## src/hw/rtl/ptt_pkg.sv

```systemverilog
// Shared types and constants of the periodic task timer.
`default_nettype none
package ptt_pkg;

    localparam int TIME_W = 48;
    localparam int DROP_W = 32;
    localparam int RCNT_W = 32;
    localparam int ADDR_W = 6;
    localparam int DATA_W = 64;

    localparam logic [1:0] KIND_TICK    = 2'd0;
    localparam logic [1:0] KIND_CANCEL  = 2'd1;
    localparam logic [1:0] KIND_RESTART = 2'd2;

    localparam logic [1:0] POL_CATCHUP = 2'd0;
    localparam logic [1:0] POL_TERM    = 2'd1;
    localparam logic [1:0] POL_DROP    = 2'd2;

    localparam logic [1:0] CLASS_OK   = 2'd0;
    localparam logic [1:0] CLASS_WARN = 2'd1;
    localparam logic [1:0] CLASS_ERR  = 2'd2;

    localparam logic [1:0] END_RUN    = 2'd0;
    localparam logic [1:0] END_DONE   = 2'd1;
    localparam logic [1:0] END_BEHIND = 2'd2;

    localparam logic [2:0] REG_START    = 3'd0;
    localparam logic [2:0] REG_INTERVAL = 3'd1;
    localparam logic [2:0] REG_COUNT    = 3'd2;
    localparam logic [2:0] REG_FOREVER  = 3'd3;
    localparam logic [2:0] REG_POLICY   = 3'd4;
    localparam logic [2:0] REG_WARN     = 3'd5;
    localparam logic [2:0] REG_FAIL     = 3'd6;
    localparam logic [2:0] REG_WEN      = 3'd7;

    typedef struct packed {
        logic [1:0]        kind;
        logic [TIME_W-1:0] now_time;
    } in_t;

    typedef struct packed {
        logic [TIME_W-1:0] lateness;
        logic [1:0]        late_class;
        logic [DROP_W-1:0] dropped_count;
        logic              drop_warning;
        logic [1:0]        end_reason;
        logic [TIME_W-1:0] next_due;
        logic              last_fire;
    } out_t;

    typedef struct packed {
        logic [TIME_W-1:0] start_time;
        logic [TIME_W-1:0] repeat_interval;
        logic [RCNT_W-1:0] repeat_count;
        logic              repeat_forever;
        logic [1:0]        missed_policy;
        logic [TIME_W-1:0] warning_slop;
        logic [TIME_W-1:0] fail_slop;
        logic              warnings_enable;
    } cfg_t;

    typedef struct packed {
        logic accept;
        logic fire;
        logic check;
        logic drop;
        logic eval;
        logic emit;
    } cmd_t;

    typedef struct packed {
        logic cond;
        logic div_go;
        logic div_done;
        logic out_free;
        logic last;
    } stat_t;

endpackage
`default_nettype wire

```

## src/hw/rtl/ptt_regs.sv

```systemverilog
// APB configuration register file of the periodic task timer.
`default_nettype none
module ptt_regs
    import ptt_pkg::*;
(
    input  wire logic              aclk,
    input  wire logic              aresetn,
    input  wire logic              psel,
    input  wire logic              penable,
    input  wire logic              pwrite,
    input  wire logic [ADDR_W-1:0] paddr,
    input  wire logic [DATA_W-1:0] pwdata,
    output logic      [DATA_W-1:0] prdata,
    output cfg_t                   cfg
);

    cfg_t       cfg_reg;
    cfg_t       cfg_next;
    logic [2:0] idx;

    assign idx = paddr[5:3];
    assign cfg = cfg_reg;

    always_comb begin
        cfg_next = cfg_reg;
        if (psel && penable && pwrite) begin
            case (idx)
                REG_START:    cfg_next.start_time      = pwdata[TIME_W-1:0];
                REG_INTERVAL: cfg_next.repeat_interval = pwdata[TIME_W-1:0];
                REG_COUNT:    cfg_next.repeat_count    = pwdata[RCNT_W-1:0];
                REG_FOREVER:  cfg_next.repeat_forever  = pwdata[0];
                REG_POLICY:   cfg_next.missed_policy   = pwdata[1:0];
                REG_WARN:     cfg_next.warning_slop    = pwdata[TIME_W-1:0];
                REG_FAIL:     cfg_next.fail_slop       = pwdata[TIME_W-1:0];
                REG_WEN:      cfg_next.warnings_enable = pwdata[0];
                default: ;
            endcase
        end
    end

    always_comb begin
        case (idx)
            REG_START:    prdata = DATA_W'(cfg_reg.start_time);
            REG_INTERVAL: prdata = DATA_W'(cfg_reg.repeat_interval);
            REG_COUNT:    prdata = DATA_W'(cfg_reg.repeat_count);
            REG_FOREVER:  prdata = DATA_W'(cfg_reg.repeat_forever);
            REG_POLICY:   prdata = DATA_W'(cfg_reg.missed_policy);
            REG_WARN:     prdata = DATA_W'(cfg_reg.warning_slop);
            REG_FAIL:     prdata = DATA_W'(cfg_reg.fail_slop);
            REG_WEN:      prdata = DATA_W'(cfg_reg.warnings_enable);
            default:      prdata = '0;
        endcase
    end

    always_ff @(posedge aclk) begin
        if (!aresetn) begin
            cfg_reg              <= '0;
            cfg_reg.start_time   <= TIME_W'(1);
            cfg_reg.repeat_count <= RCNT_W'(1);
        end else begin
            cfg_reg <= cfg_next;
        end
    end

endmodule
`default_nettype wire

```

## src/hw/rtl/ptt_div.sv

```systemverilog
// Restoring divider, one quotient bit per cycle.
`default_nettype none
module ptt_div
    import ptt_pkg::*;
(
    input  wire logic              aclk,
    input  wire logic              aresetn,
    input  wire logic              start,
    input  wire logic [TIME_W-1:0] dividend,
    input  wire logic [TIME_W-1:0] divisor,
    output logic      [TIME_W-1:0] quo,
    output logic      [TIME_W-1:0] rem,
    output logic                   done
);

    localparam int CNT_W = $clog2(TIME_W + 1);

    logic              busy_reg, busy_next;
    logic              done_reg, done_next;
    logic [CNT_W-1:0]  cnt_reg, cnt_next;
    logic [TIME_W-1:0] quo_reg, quo_next;
    logic [TIME_W-1:0] rem_reg, rem_next;
    logic [TIME_W-1:0] dsr_reg, dsr_next;
    logic [TIME_W:0]   trial;
    logic [TIME_W:0]   diff;

    assign trial = {rem_reg, quo_reg[TIME_W-1]};
    assign diff  = trial - {1'b0, dsr_reg};
    assign quo   = quo_reg;
    assign rem   = rem_reg;
    assign done  = done_reg;

    always_comb begin
        busy_next = busy_reg;
        done_next = 1'b0;
        cnt_next  = cnt_reg;
        quo_next  = quo_reg;
        rem_next  = rem_reg;
        dsr_next  = dsr_reg;
        if (start) begin
            busy_next = 1'b1;
            cnt_next  = CNT_W'(TIME_W);
            quo_next  = dividend;
            rem_next  = '0;
            dsr_next  = divisor;
        end else if (busy_reg) begin
            if (!diff[TIME_W]) begin
                rem_next = diff[TIME_W-1:0];
                quo_next = {quo_reg[TIME_W-2:0], 1'b1};
            end else begin
                rem_next = trial[TIME_W-1:0];
                quo_next = {quo_reg[TIME_W-2:0], 1'b0};
            end
            cnt_next = cnt_reg - CNT_W'(1);
            if (cnt_reg == CNT_W'(1)) begin
                busy_next = 1'b0;
                done_next = 1'b1;
            end
        end
    end

    always_ff @(posedge aclk) begin
        if (!aresetn) begin
            busy_reg <= 1'b0;
            done_reg <= 1'b0;
            cnt_reg  <= '0;
        end else begin
            busy_reg <= busy_next;
            done_reg <= done_next;
            cnt_reg  <= cnt_next;
        end
        quo_reg <= quo_next;
        rem_reg <= rem_next;
        dsr_reg <= dsr_next;
    end

endmodule
`default_nettype wire

```

## src/hw/rtl/ptt_datapath.sv

```systemverilog
// Datapath: task state, fire arithmetic, drop division and result register.
`default_nettype none
module ptt_datapath
    import ptt_pkg::*;
#(
    parameter int COUNT_BITS = 32,
    parameter int MAX_FIRES  = 16
) (
    input  wire logic aclk,
    input  wire logic aresetn,
    input  wire cfg_t cfg,
    input  wire in_t  s_word,
    input  wire cmd_t cmd,
    output stat_t     stat,
    output logic      m_valid,
    input  wire logic m_ready,
    output out_t      m_word
);

    localparam int CW = COUNT_BITS;
    localparam int RW = (CW > RCNT_W) ? CW : RCNT_W;
    localparam int SW = ((CW > TIME_W) ? CW : TIME_W) + 1;
    localparam int KW = $clog2(MAX_FIRES + 1);

    logic [TIME_W-1:0] now_reg, now_next;
    logic [TIME_W-1:0] due_reg, due_next;
    logic [CW-1:0]     fires_reg, fires_next;
    logic              canc_reg, canc_next;
    logic [KW-1:0]     k_reg, k_next;
    out_t              res_reg, res_next;
    logic              m_valid_reg, m_valid_next;
    out_t              m_word_reg, m_word_next;

    logic [TIME_W-1:0] late;
    logic [1:0]        cls;
    logic [CW-1:0]     fires_inc;
    logic              end_now;
    logic [TIME_W:0]   nd_sum;
    logic [TIME_W-1:0] nd_sat;
    logic              behind;
    logic              div_go;
    logic [TIME_W-1:0] quo;
    logic [TIME_W-1:0] rem;
    logic              div_done;
    logic [SW-1:0]     cadd;
    logic [DROP_W-1:0] dropped;
    logic              cond;
    logic              out_free;

    assign late = now_reg - due_reg;

    always_comb begin
        if (cfg.warnings_enable && cfg.fail_slop != '0 && late > cfg.fail_slop) begin
            cls = CLASS_ERR;
        end else if (cfg.warnings_enable && cfg.warning_slop != '0 &&
                     late > cfg.warning_slop) begin
            cls = CLASS_WARN;
        end else begin
            cls = CLASS_OK;
        end
    end

    assign fires_inc = (fires_reg == '1) ? fires_reg : fires_reg + CW'(1);
    assign end_now   = (!cfg.repeat_forever &&
                        RW'(fires_inc) >= RW'(cfg.repeat_count)) || canc_reg;
    assign nd_sum    = {1'b0, due_reg} + {1'b0, cfg.repeat_interval};
    assign nd_sat    = nd_sum[TIME_W] ? '1 : nd_sum[TIME_W-1:0];
    assign behind    = (now_reg > due_reg) && (late > cfg.repeat_interval);
    assign div_go    = (res_reg.end_reason == END_RUN) && behind &&
                       (cfg.missed_policy == POL_DROP) && (cfg.repeat_interval != '0);

    ptt_div u_div (
        .aclk     (aclk),
        .aresetn  (aresetn),
        .start    (cmd.check && div_go),
        .dividend (late),
        .divisor  (cfg.repeat_interval),
        .quo      (quo),
        .rem      (rem),
        .done     (div_done)
    );

    assign cadd    = SW'(fires_reg) + SW'(quo);
    assign dropped = (|quo[TIME_W-1:DROP_W]) ? '1 : quo[DROP_W-1:0];

    assign cond     = (due_reg != '0) && (due_reg <= now_reg) && (k_reg < KW'(MAX_FIRES));
    assign out_free = !m_valid_reg || m_ready;

    assign stat.cond     = cond;
    assign stat.div_go   = div_go;
    assign stat.div_done = div_done;
    assign stat.out_free = out_free;
    assign stat.last     = res_reg.last_fire;

    assign m_valid = m_valid_reg;
    assign m_word  = m_word_reg;

    always_comb begin
        now_next     = now_reg;
        due_next     = due_reg;
        fires_next   = fires_reg;
        canc_next    = canc_reg;
        k_next       = k_reg;
        res_next     = res_reg;
        m_valid_next = m_valid_reg;
        m_word_next  = m_word_reg;

        if (cmd.accept) begin
            case (s_word.kind)
                KIND_TICK: begin
                    now_next = s_word.now_time;
                    k_next   = '0;
                end
                KIND_CANCEL: canc_next = 1'b1;
                KIND_RESTART: begin
                    due_next   = cfg.start_time;
                    fires_next = '0;
                    canc_next  = 1'b0;
                end
                default: ;
            endcase
        end

        if (cmd.fire) begin
            res_next            = '0;
            res_next.lateness   = late;
            res_next.late_class = cls;
            fires_next          = fires_inc;
            k_next              = k_reg + KW'(1);
            if (end_now) begin
                due_next            = '0;
                res_next.end_reason = END_DONE;
            end else begin
                due_next = nd_sat;
            end
        end

        if (cmd.check && res_reg.end_reason == END_RUN && behind &&
            cfg.missed_policy == POL_TERM) begin
            due_next            = '0;
            res_next.end_reason = END_BEHIND;
        end

        if (cmd.drop) begin
            due_next               = now_reg - rem;
            fires_next             = (cadd > SW'({CW{1'b1}})) ? '1 : cadd[CW-1:0];
            res_next.dropped_count = dropped;
            res_next.drop_warning  = cfg.warnings_enable && (cfg.warning_slop != '0);
        end

        if (cmd.eval) begin
            res_next.next_due  = due_reg;
            res_next.last_fire = !cond;
        end

        if (cmd.emit && out_free) begin
            m_valid_next = 1'b1;
            m_word_next  = res_reg;
        end else if (m_ready) begin
            m_valid_next = 1'b0;
        end
    end

    always_ff @(posedge aclk) begin
        if (!aresetn) begin
            due_reg     <= '0;
            fires_reg   <= '0;
            canc_reg    <= 1'b0;
            k_reg       <= '0;
            m_valid_reg <= 1'b0;
        end else begin
            due_reg     <= due_next;
            fires_reg   <= fires_next;
            canc_reg    <= canc_next;
            k_reg       <= k_next;
            m_valid_reg <= m_valid_next;
        end
        now_reg    <= now_next;
        res_reg    <= res_next;
        m_word_reg <= m_word_next;
    end

endmodule
`default_nettype wire

```

## src/hw/rtl/ptt_ctrl.sv

```systemverilog
// Controller state machine sequencing one input word through the datapath.
`default_nettype none
module ptt_ctrl
    import ptt_pkg::*;
(
    input  wire logic       aclk,
    input  wire logic       aresetn,
    input  wire logic       s_valid,
    output logic            s_ready,
    input  wire logic [1:0] kind,
    input  wire stat_t      stat,
    output cmd_t            cmd
);

    localparam logic [2:0] ST_IDLE  = 3'd0;
    localparam logic [2:0] ST_TEST  = 3'd1;
    localparam logic [2:0] ST_FIRE  = 3'd2;
    localparam logic [2:0] ST_CHECK = 3'd3;
    localparam logic [2:0] ST_DIV   = 3'd4;
    localparam logic [2:0] ST_DROP  = 3'd5;
    localparam logic [2:0] ST_EVAL  = 3'd6;
    localparam logic [2:0] ST_EMIT  = 3'd7;

    logic [2:0] state_reg, state_next;

    assign s_ready    = (state_reg == ST_IDLE);
    assign cmd.accept = s_valid && s_ready;
    assign cmd.fire   = (state_reg == ST_FIRE);
    assign cmd.check  = (state_reg == ST_CHECK);
    assign cmd.drop   = (state_reg == ST_DROP);
    assign cmd.eval   = (state_reg == ST_EVAL);
    assign cmd.emit   = (state_reg == ST_EMIT);

    always_comb begin
        state_next = state_reg;
        case (state_reg)
            ST_IDLE: begin
                if (cmd.accept && kind == KIND_TICK) begin
                    state_next = ST_TEST;
                end
            end
            ST_TEST:  state_next = stat.cond ? ST_FIRE : ST_IDLE;
            ST_FIRE:  state_next = ST_CHECK;
            ST_CHECK: state_next = stat.div_go ? ST_DIV : ST_EVAL;
            ST_DIV: begin
                if (stat.div_done) begin
                    state_next = ST_DROP;
                end
            end
            ST_DROP:  state_next = ST_EVAL;
            ST_EVAL:  state_next = ST_EMIT;
            ST_EMIT: begin
                if (stat.out_free) begin
                    state_next = stat.last ? ST_IDLE : ST_FIRE;
                end
            end
            default:  state_next = ST_IDLE;
        endcase
    end

    always_ff @(posedge aclk) begin
        if (!aresetn) begin
            state_reg <= ST_IDLE;
        end else begin
            state_reg <= state_next;
        end
    end

endmodule
`default_nettype wire

```

## src/hw/rtl/periodic_task_timer.sv

```systemverilog
// Top level of the periodic task timer.
// One input word at a time: cancel, restart and unused kinds stay in IDLE;
// a tick passes TEST and, per fire (at most MAX_FIRES), FIRE, CHECK, EVAL
// and EMIT, with DIV and DROP after CHECK when the drop policy skips missed
// intervals; the skip count comes from a restoring divider that makes one
// quotient bit per cycle over the 48-bit time. A fire also waits while the
// output register still holds an untaken result. Configuration is written
// over APB with pready always high; registers sit at byte address 8*index.
`default_nettype none
module periodic_task_timer
    import ptt_pkg::*;
#(
    parameter int COUNT_BITS = 32,
    parameter int MAX_FIRES  = 16
) (
    input  wire logic              aclk,
    input  wire logic              aresetn,
    input  wire logic              s_valid,
    output logic                   s_ready,
    input  wire in_t               s_word,
    output logic                   m_valid,
    input  wire logic              m_ready,
    output out_t                   m_word,
    input  wire logic              psel,
    input  wire logic              penable,
    input  wire logic              pwrite,
    input  wire logic [ADDR_W-1:0] paddr,
    input  wire logic [DATA_W-1:0] pwdata,
    output logic      [DATA_W-1:0] prdata,
    output logic                   pready
);

    cfg_t  cfg;
    cmd_t  cmd;
    stat_t stat;

    assign pready = 1'b1;

    ptt_regs u_regs (
        .aclk    (aclk),
        .aresetn (aresetn),
        .psel    (psel),
        .penable (penable),
        .pwrite  (pwrite),
        .paddr   (paddr),
        .pwdata  (pwdata),
        .prdata  (prdata),
        .cfg     (cfg)
    );

    ptt_ctrl u_ctrl (
        .aclk    (aclk),
        .aresetn (aresetn),
        .s_valid (s_valid),
        .s_ready (s_ready),
        .kind    (s_word.kind),
        .stat    (stat),
        .cmd     (cmd)
    );

    ptt_datapath #(
        .COUNT_BITS (COUNT_BITS),
        .MAX_FIRES  (MAX_FIRES)
    ) u_dp (
        .aclk    (aclk),
        .aresetn (aresetn),
        .cfg     (cfg),
        .s_word  (s_word),
        .cmd     (cmd),
        .stat    (stat),
        .m_valid (m_valid),
        .m_ready (m_ready),
        .m_word  (m_word)
    );

endmodule
`default_nettype wire

```

## config.mk

```make
export PLATFORM = sky130hd
export DESIGN_NAME = periodic_task_timer
export DESIGN_NICKNAME = d
export VERILOG_FILES = /design/src/hw/rtl/ptt_pkg.sv /design/src/hw/rtl/ptt_regs.sv /design/src/hw/rtl/ptt_div.sv /design/src/hw/rtl/ptt_datapath.sv /design/src/hw/rtl/ptt_ctrl.sv /design/src/hw/rtl/periodic_task_timer.sv
export SDC_FILE = /design/constraint.sdc
export NUM_CORES = 2
export LEC_CHECK = 0
export BUFFER_PORTS_ARGS = -buffer_cell sky130_fd_sc_hd__buf_2
export CORE_MARGIN = 8
export CORE_UTILIZATION = 50
export CTS_CLUSTER_DIAMETER = 200
export DETAILED_ROUTE_END_ITERATION = 7
export GPL_ROUTABILITY_DRIVEN = 0
export HOLD_SLACK_MARGIN = 0.02
export PLACE_DENSITY_LB_ADDON = 0.15
export SLEW_MARGIN = 0
export SYNTH_ARGS = -nofsm -noshare
export SYNTH_HDL_FRONTEND = slang
export SYNTH_SLANG_ARGS = --single-unit
```

## constraint.sdc

```tcl
create_clock -name aclk -period 13.15 [get_ports aclk]
set_input_delay 0.6575 -clock aclk [delete_from_list [all_inputs] [get_ports aclk]]
set_output_delay 0.6575 -clock aclk [all_outputs]
set_load 0.05 [all_outputs]
```

======== After elaboration in Yosys (flattened, before gate mapping) ========
Cells that the tools add are included.
cells by class
  bitwise logic cells ..................... 2
  mux-type cells .......................... 43
  $add $sub $neg .......................... 8
  reduce and logical (&&, ||, !) cells .... 61
  equal/unequal tests ..................... 23
  $lt $le $gt $ge ......................... 8
operator list
  cell                                                  count
  one-hot mux 64 bit (8 select lines)                   1
  two-way mux 48 bit                                    10
  two-way mux 32 bit                                    7
  > comparator 48 bit                                   4
  nonzero test 48 bit                                   4
  subtractor 48 bit                                     2
  two-way mux 84 bit                                    1
  adder 32 x 48 -> 49 bit                               1
  adder 48 x 48 -> 49 bit                               1
  > comparator 49 x 32 -> 1 bit, second input constant  1
  two-way mux 49 bit                                    1
  subtractor 49 x 48 -> 49 bit                          1
  less-or-equal comparator 48 bit                       1
  two-way mux 33 bit                                    1
  adder 32 x 1 -> 32 bit, second input constant         1
  == test 32 bit, second input constant                 1
  greater-or-equal comparator 32 bit                    1
  AND reduction 2 bit                                   13
  == test 3 bit, second input constant                  8
  one-hot mux 3 bit (8 select lines)                    1
  logical AND 1 bit                                     20
  OR reduction 16 bit                                   1
  two-way mux 5 bit                                     3
  nonzero test 2 bit                                    7
  other kinds (25)                                      53
storage, ports and cells
  output and inout bits ................... 201
  bits in registers ....................... 786
  logic and storage cells ................. 181
  bits of input ports ..................... 127

======== Depth between registers and ports, before layout ========
  word-level depth ........................ 9
  depth in mapped cells ................... 28
  mapped depth without buffers ............ 26

======== By module ========
From an unflattened synthesis, not the netlist that was laid out.
unflattened totals
  cells, all modules ...................... 5509
  area, all modules ....................... 50592.3 um^2
modules (own cells, without submodules)
  module               instances  cells an instance  area each (um^2)  seq. area each (um^2)
  ptt_datapath         1          3442               31097.3           11210.8
  ptt_regs             1          1143               10531.4           4564.4
  ptt_div              1          894                8720.9            4003.8
  ptt_ctrl             1          28                 231.5             60.1
  periodic_task_timer  1          2                  11.3              0.0

======== Worst setup path after synthesis ========
No wires, ideal clock.
  path type ............................... input to register
  start ................................... input port m_ready
  end ..................................... register u_ctrl.state_reg[1]
  setup time .............................. 406 ps
  path buffers ............................ 0
  required time ........................... 12744 ps
  data arrival time ....................... 6956 ps
  slack ................................... 5788 ps
  cell stages on the path ................. 3
  path through ............................ nor2b_1 -> nor2_1 -> a221oi_1
on the way
  cells in the longest elaborated chain, start to end .. 3
ends and longest elaborated chain
  item                                  line                       RTL
  from (decl)                           periodic_task_timer.sv:22  input wire logic m_ready,
  logical OR 1 bit                      ptt_datapath.sv:87         assign out_free = !m_valid_reg || m_ready;
  != test 2 bit (no source line)        n/a
  AND reduction 3 bit (no source line)  n/a
  to (signal assigned)                  ptt_ctrl.sv:65             state_reg <= state_next;
  to (decl)                             ptt_ctrl.sv:24             logic [2:0] state_reg, state_next;
No other way between the ends.
A chain may end at the register's enable or synchronous reset.

======== Final worst setup path ========
  start ................................... register u_dp.due_reg[0]
  end ..................................... register u_dp.u_div.quo_reg[42] (netlist: u_dp.u_div.quo[42]) (data pin)
on the way
  cells in the longest elaborated chain, start to end .. 8
  elaborated cells between the ends (all ways) .. 9
  classes of those cells .................. 1 x add/sub; 2 x order compare; 1 x mux; 5 x reduce/logical
ends and longest elaborated chain
  item                               line                 RTL
  from (decl)                        ptt_datapath.sv:26   logic [TIME_W-1:0] due_reg, due_next;
  from (signal assigned)             ptt_datapath.sv:172  due_reg <= due_next;
  subtractor 48 bit                  ptt_datapath.sv:50   assign late = now_reg - due_reg;
  named net u_dp.late[30]            ptt_datapath.sv:34   logic [TIME_W-1:0] late;
  > comparator 48 bit                ptt_datapath.sv:68   assign behind = (now_reg > due_reg) && (late > cfg.repeat_interval);
  logical AND 1 bit                  ptt_datapath.sv:68
  logical AND 1 bit (2 in series)    ptt_datapath.sv:69   assign div_go = (res_reg.end_reason == END_RUN) && behind &&
  logical AND 1 bit                  ptt_datapath.sv:70   (cfg.missed_policy == POL_DROP) && (cfg.repeat_interval != '0);
  logical AND 1 bit                  ptt_datapath.sv:75   .start (cmd.check && div_go),
  two-way mux 48 bit                 ptt_div.sv:40        if (start) begin
  named net u_dp.u_div.quo_next[42]  ptt_div.sv:21        logic [TIME_W-1:0] quo_reg, quo_next;
  to (signal assigned)               ptt_div.sv:72        quo_reg <= quo_next;
  to (decl)                          ptt_div.sv:21
The timed path passes the listed nets, and every way through them passes these cells.

==> out/metrics.cfg <==
[status]
status = finished clean

[floorplan]
fp.dieArea_mm2 = 0.108
std_cell_rows = 114
io_pins = 328
start_util_pct = 50.4
die_y_um = 328
coreArea_mm2 = 0.0967
die_x_um = 328

[critical_path]
crit_fanout = 29
max_stage_delay_ns = 0.87
rr_worst_depth = 23
reg2reg_to = u_dp.u_div.quo[42]
cp_slowest_cell = a2111oi_1
cp-end-kind = flop
path_cells = ha_1, inv_1, fa_1, a211oi_1, o21ai_1, a2111oi_1, nor2_1, a21oi_2, o2111ai_1, nand2_1, o21ai_0, xor2_1, ha_1, nand4_1, nor4_1, and3_1, a21oi_1, a21oi_1, nand2_1, or2_2, nor2_4, buf_4, mux2_2
r2r_setup_slack_ns = 4.56
crit_required_ns = 13.58
rr_startpoint = u_dp.due_reg[0]
crit_path_start_kind = flop
worstSetupPathType = flop to flop
critical_path_arrival_ns = 9.02

[power]
ir_worst_vdd_uv = 97.0
power.switching_mw = 1.91
power_density_mw_per_mm2 = 119
power_mw = 6.46
clkPwrFrac_pct = 40.4
p_sw_share_pct = 29.6
seqPwrFrac_pct = 41.7
combPwrFrac_pct = 17.9
p_leak_nw = 21.4
p_int_mw = 4.55

[yosys]
postSynthAreaPerCell_um2 = 8.78
synth.most_common_cell = nand2_1
synth.area.top_cells = edfxtp_1 (25%), dfxtp_1 (15%), ha_1 (10%), a21oi_1 (6.4%), nand2_1 (6.2%)
synth_common_cells = nand2_1 (804), a21oi_1 (623), edfxtp_1 (410)
ys_warn_count = 0
synth-seq-area-share_pct = 40.7
synth_top_area_cell = edfxtp_1
synth_cell_type_count = 95
ys_seq_elements = 786
synth.top_cell.area_share_pct = 25.2
ys_async_sr_fraction_pct = 0
syn_area_mm2 = 0.0488
ys.flop_type = edfxtp_1
synth-edff-count = 410
synthCells = 5553

[drt]
drtPass1Iterations = 6
drcViolationCount = 0
wl_per_cell_um = 24.3
ant_nets = 0
totalWireLength_um = 172000
vias = 43900
drtIter0Drc = 5235
via_per_inst = 6.19

[clocking]
cts.sinks = 786
clockBufferDepth = 3
numCtsBuffers = 90
post-cts-setup-buffers = 0
cts_hold_buf = 0
worstSkewPairLatency_ns = 0.70
clk_pin_slew_ns = 0.06
cts_tree = built
cts-root-buf = clkbuf_16
cts_max_level = 3
cts_resized = 0

[final_layout]
largest_reg_flops = 228
layout-drive-gt1-share_pct = 10.6
syn_to_final_growth_pct = 11.3
final_area_mm2 = 0.0543
post-route-util_pct = 56.2
register_area_mm2 = 0.0198
num-nets-final = 6249
nFillCells = 8768
finalNonFillerCells = 7081
multiInputGateArea_mm2 = 0.0264

[timing]
period_minus_slack_ns = 8.59
rsz0062_at_grt = no
hold_slack_ns = 0.142
layout_setup_ws_ns = 4.56
fin_setup_tns_ns = 0
skew_ns = 0.0329
tightest_slew_ns = 1.32
slew_viol_final = 0
finalCritPeriodShare_pct = 65.3
timing.fmax_mhz = 116
setup_viol = 0
hold_violations = 0
slew_headroom_pct = 11.1

[placement]
dp.final_hpwl_um = 130000
dpl-instance-area_mm2 = 0.0512
placedCellCount = 6896
io_buffers = 291
dp_slack_ns = 4.87

[global_routing]
overflow = 0
grt_usage_pct = 30.7
antenna_found_initial = 29
grt_max_degree = 89
first_global_vias = 40900
grt_pass1_wl_um = 256000

[hold_path]
hold_path.startpoint = s_word[17]
hold_class = primary input to flop
whs_endpoint = u_dp.now_reg[17]
min_path_cells = 1

[run]
maxCapViolations = 0

[critical path: cells and delay by family (launching register included)]
kind                     cells  cell delay, ns
AO/OA/AOI/OAI                8            2.36
XOR/XNOR                     1            0.70
adder cells (fa/ha/maj)      3            0.95
buffers and inverters        2            0.59
flip-flops                   1            0.64
multiplexers                 1            0.39
AND/OR/NAND/NOR              8            2.67
[cell type report]
type                    instances  share of cell area [%]
multi-input cells            4094                    48.6
flip-flops and latches        786                    36.5
clock buffers                 113                    4.50
well taps                    1276                    2.94
diodes                         16                  0.0737
inverters                     395                    2.74
repair buffers                345                    3.43
clock inverters                56                    1.16
[how the worst max path moves through the flow]
stage	from	to	slack [ns]	cells past startpoint
2_1_floorplan	m_ready	u_ctrl.state_reg[1]	5.79	3
3_3_place_gp	u_dp.due_reg[0]	u_dp.u_div.quo[28]	4.94	22
3_5_place_dp	u_dp.due_reg[0]	u_dp.u_div.quo[46]	4.87	22
4_1_cts	u_dp.due_reg[0]	u_dp.u_div.quo[0]	4.82	22
5_1_grt	u_dp.due_reg[0]	u_dp.u_div.quo[0]	4.32	22
6_report	u_dp.due_reg[0]	u_dp.u_div.quo[42]	4.56	23
[kinds of logic after synthesis]
| family | synth area share, % |
|---|---|
| muxes | 2.24 |
| buffers and inverters | 5.55 |
| DFF | 40.7 |
| xor gates and xnor gates | 4.04 |
| and+or+nand+nor | 15.9 |
| other | 0.0154 |
| adders and majority gates | 10.6 |
| AOI/OAI and AO/OA | 21.0 |
[power groups by stage]
stage	combinational, mW	sequential, mW	clock [mW]
4_1_cts	1.13	2.69	2.65
3_5_place_dp	1.12	2.74	0
2_1_floorplan	0.800	2.72	0
6_report	1.16	2.69	2.61
5_1_grt	1.26	2.70	2.73
3_3_place_gp	1.10	2.74	0
[cells in the final DEF, fill, tap and decap left out, types with 73 or more instances in the layout]
master	Yosys	layout
buf_2	22	291
ha_1	405	405
a221oi_1	90	90
clkbuf_16	0	92
a21oi_1	623	622
inv_1	392	390
xor2_1	99	99
nand4_1	94	94
dfxtp_1	376	375
nor2_1	380	373
xnor2_1	126	126
edfxtp_1	410	410
a21o_1	150	150
nand3_1	98	97
nor4_1	73	73
nand2_1	804	801
o21ai_0	260	260
[layer usage]
metal,global-route usage (%),share of wire (%),vias to the layer above
met5,0,0.067,-
met4,14.0,5.1,18
met3,7.59,10,448
met2,45.8,43,2252
met1,42.0,42,20700
li1,-,-,20400
Power figures use the tool's default switching activity.
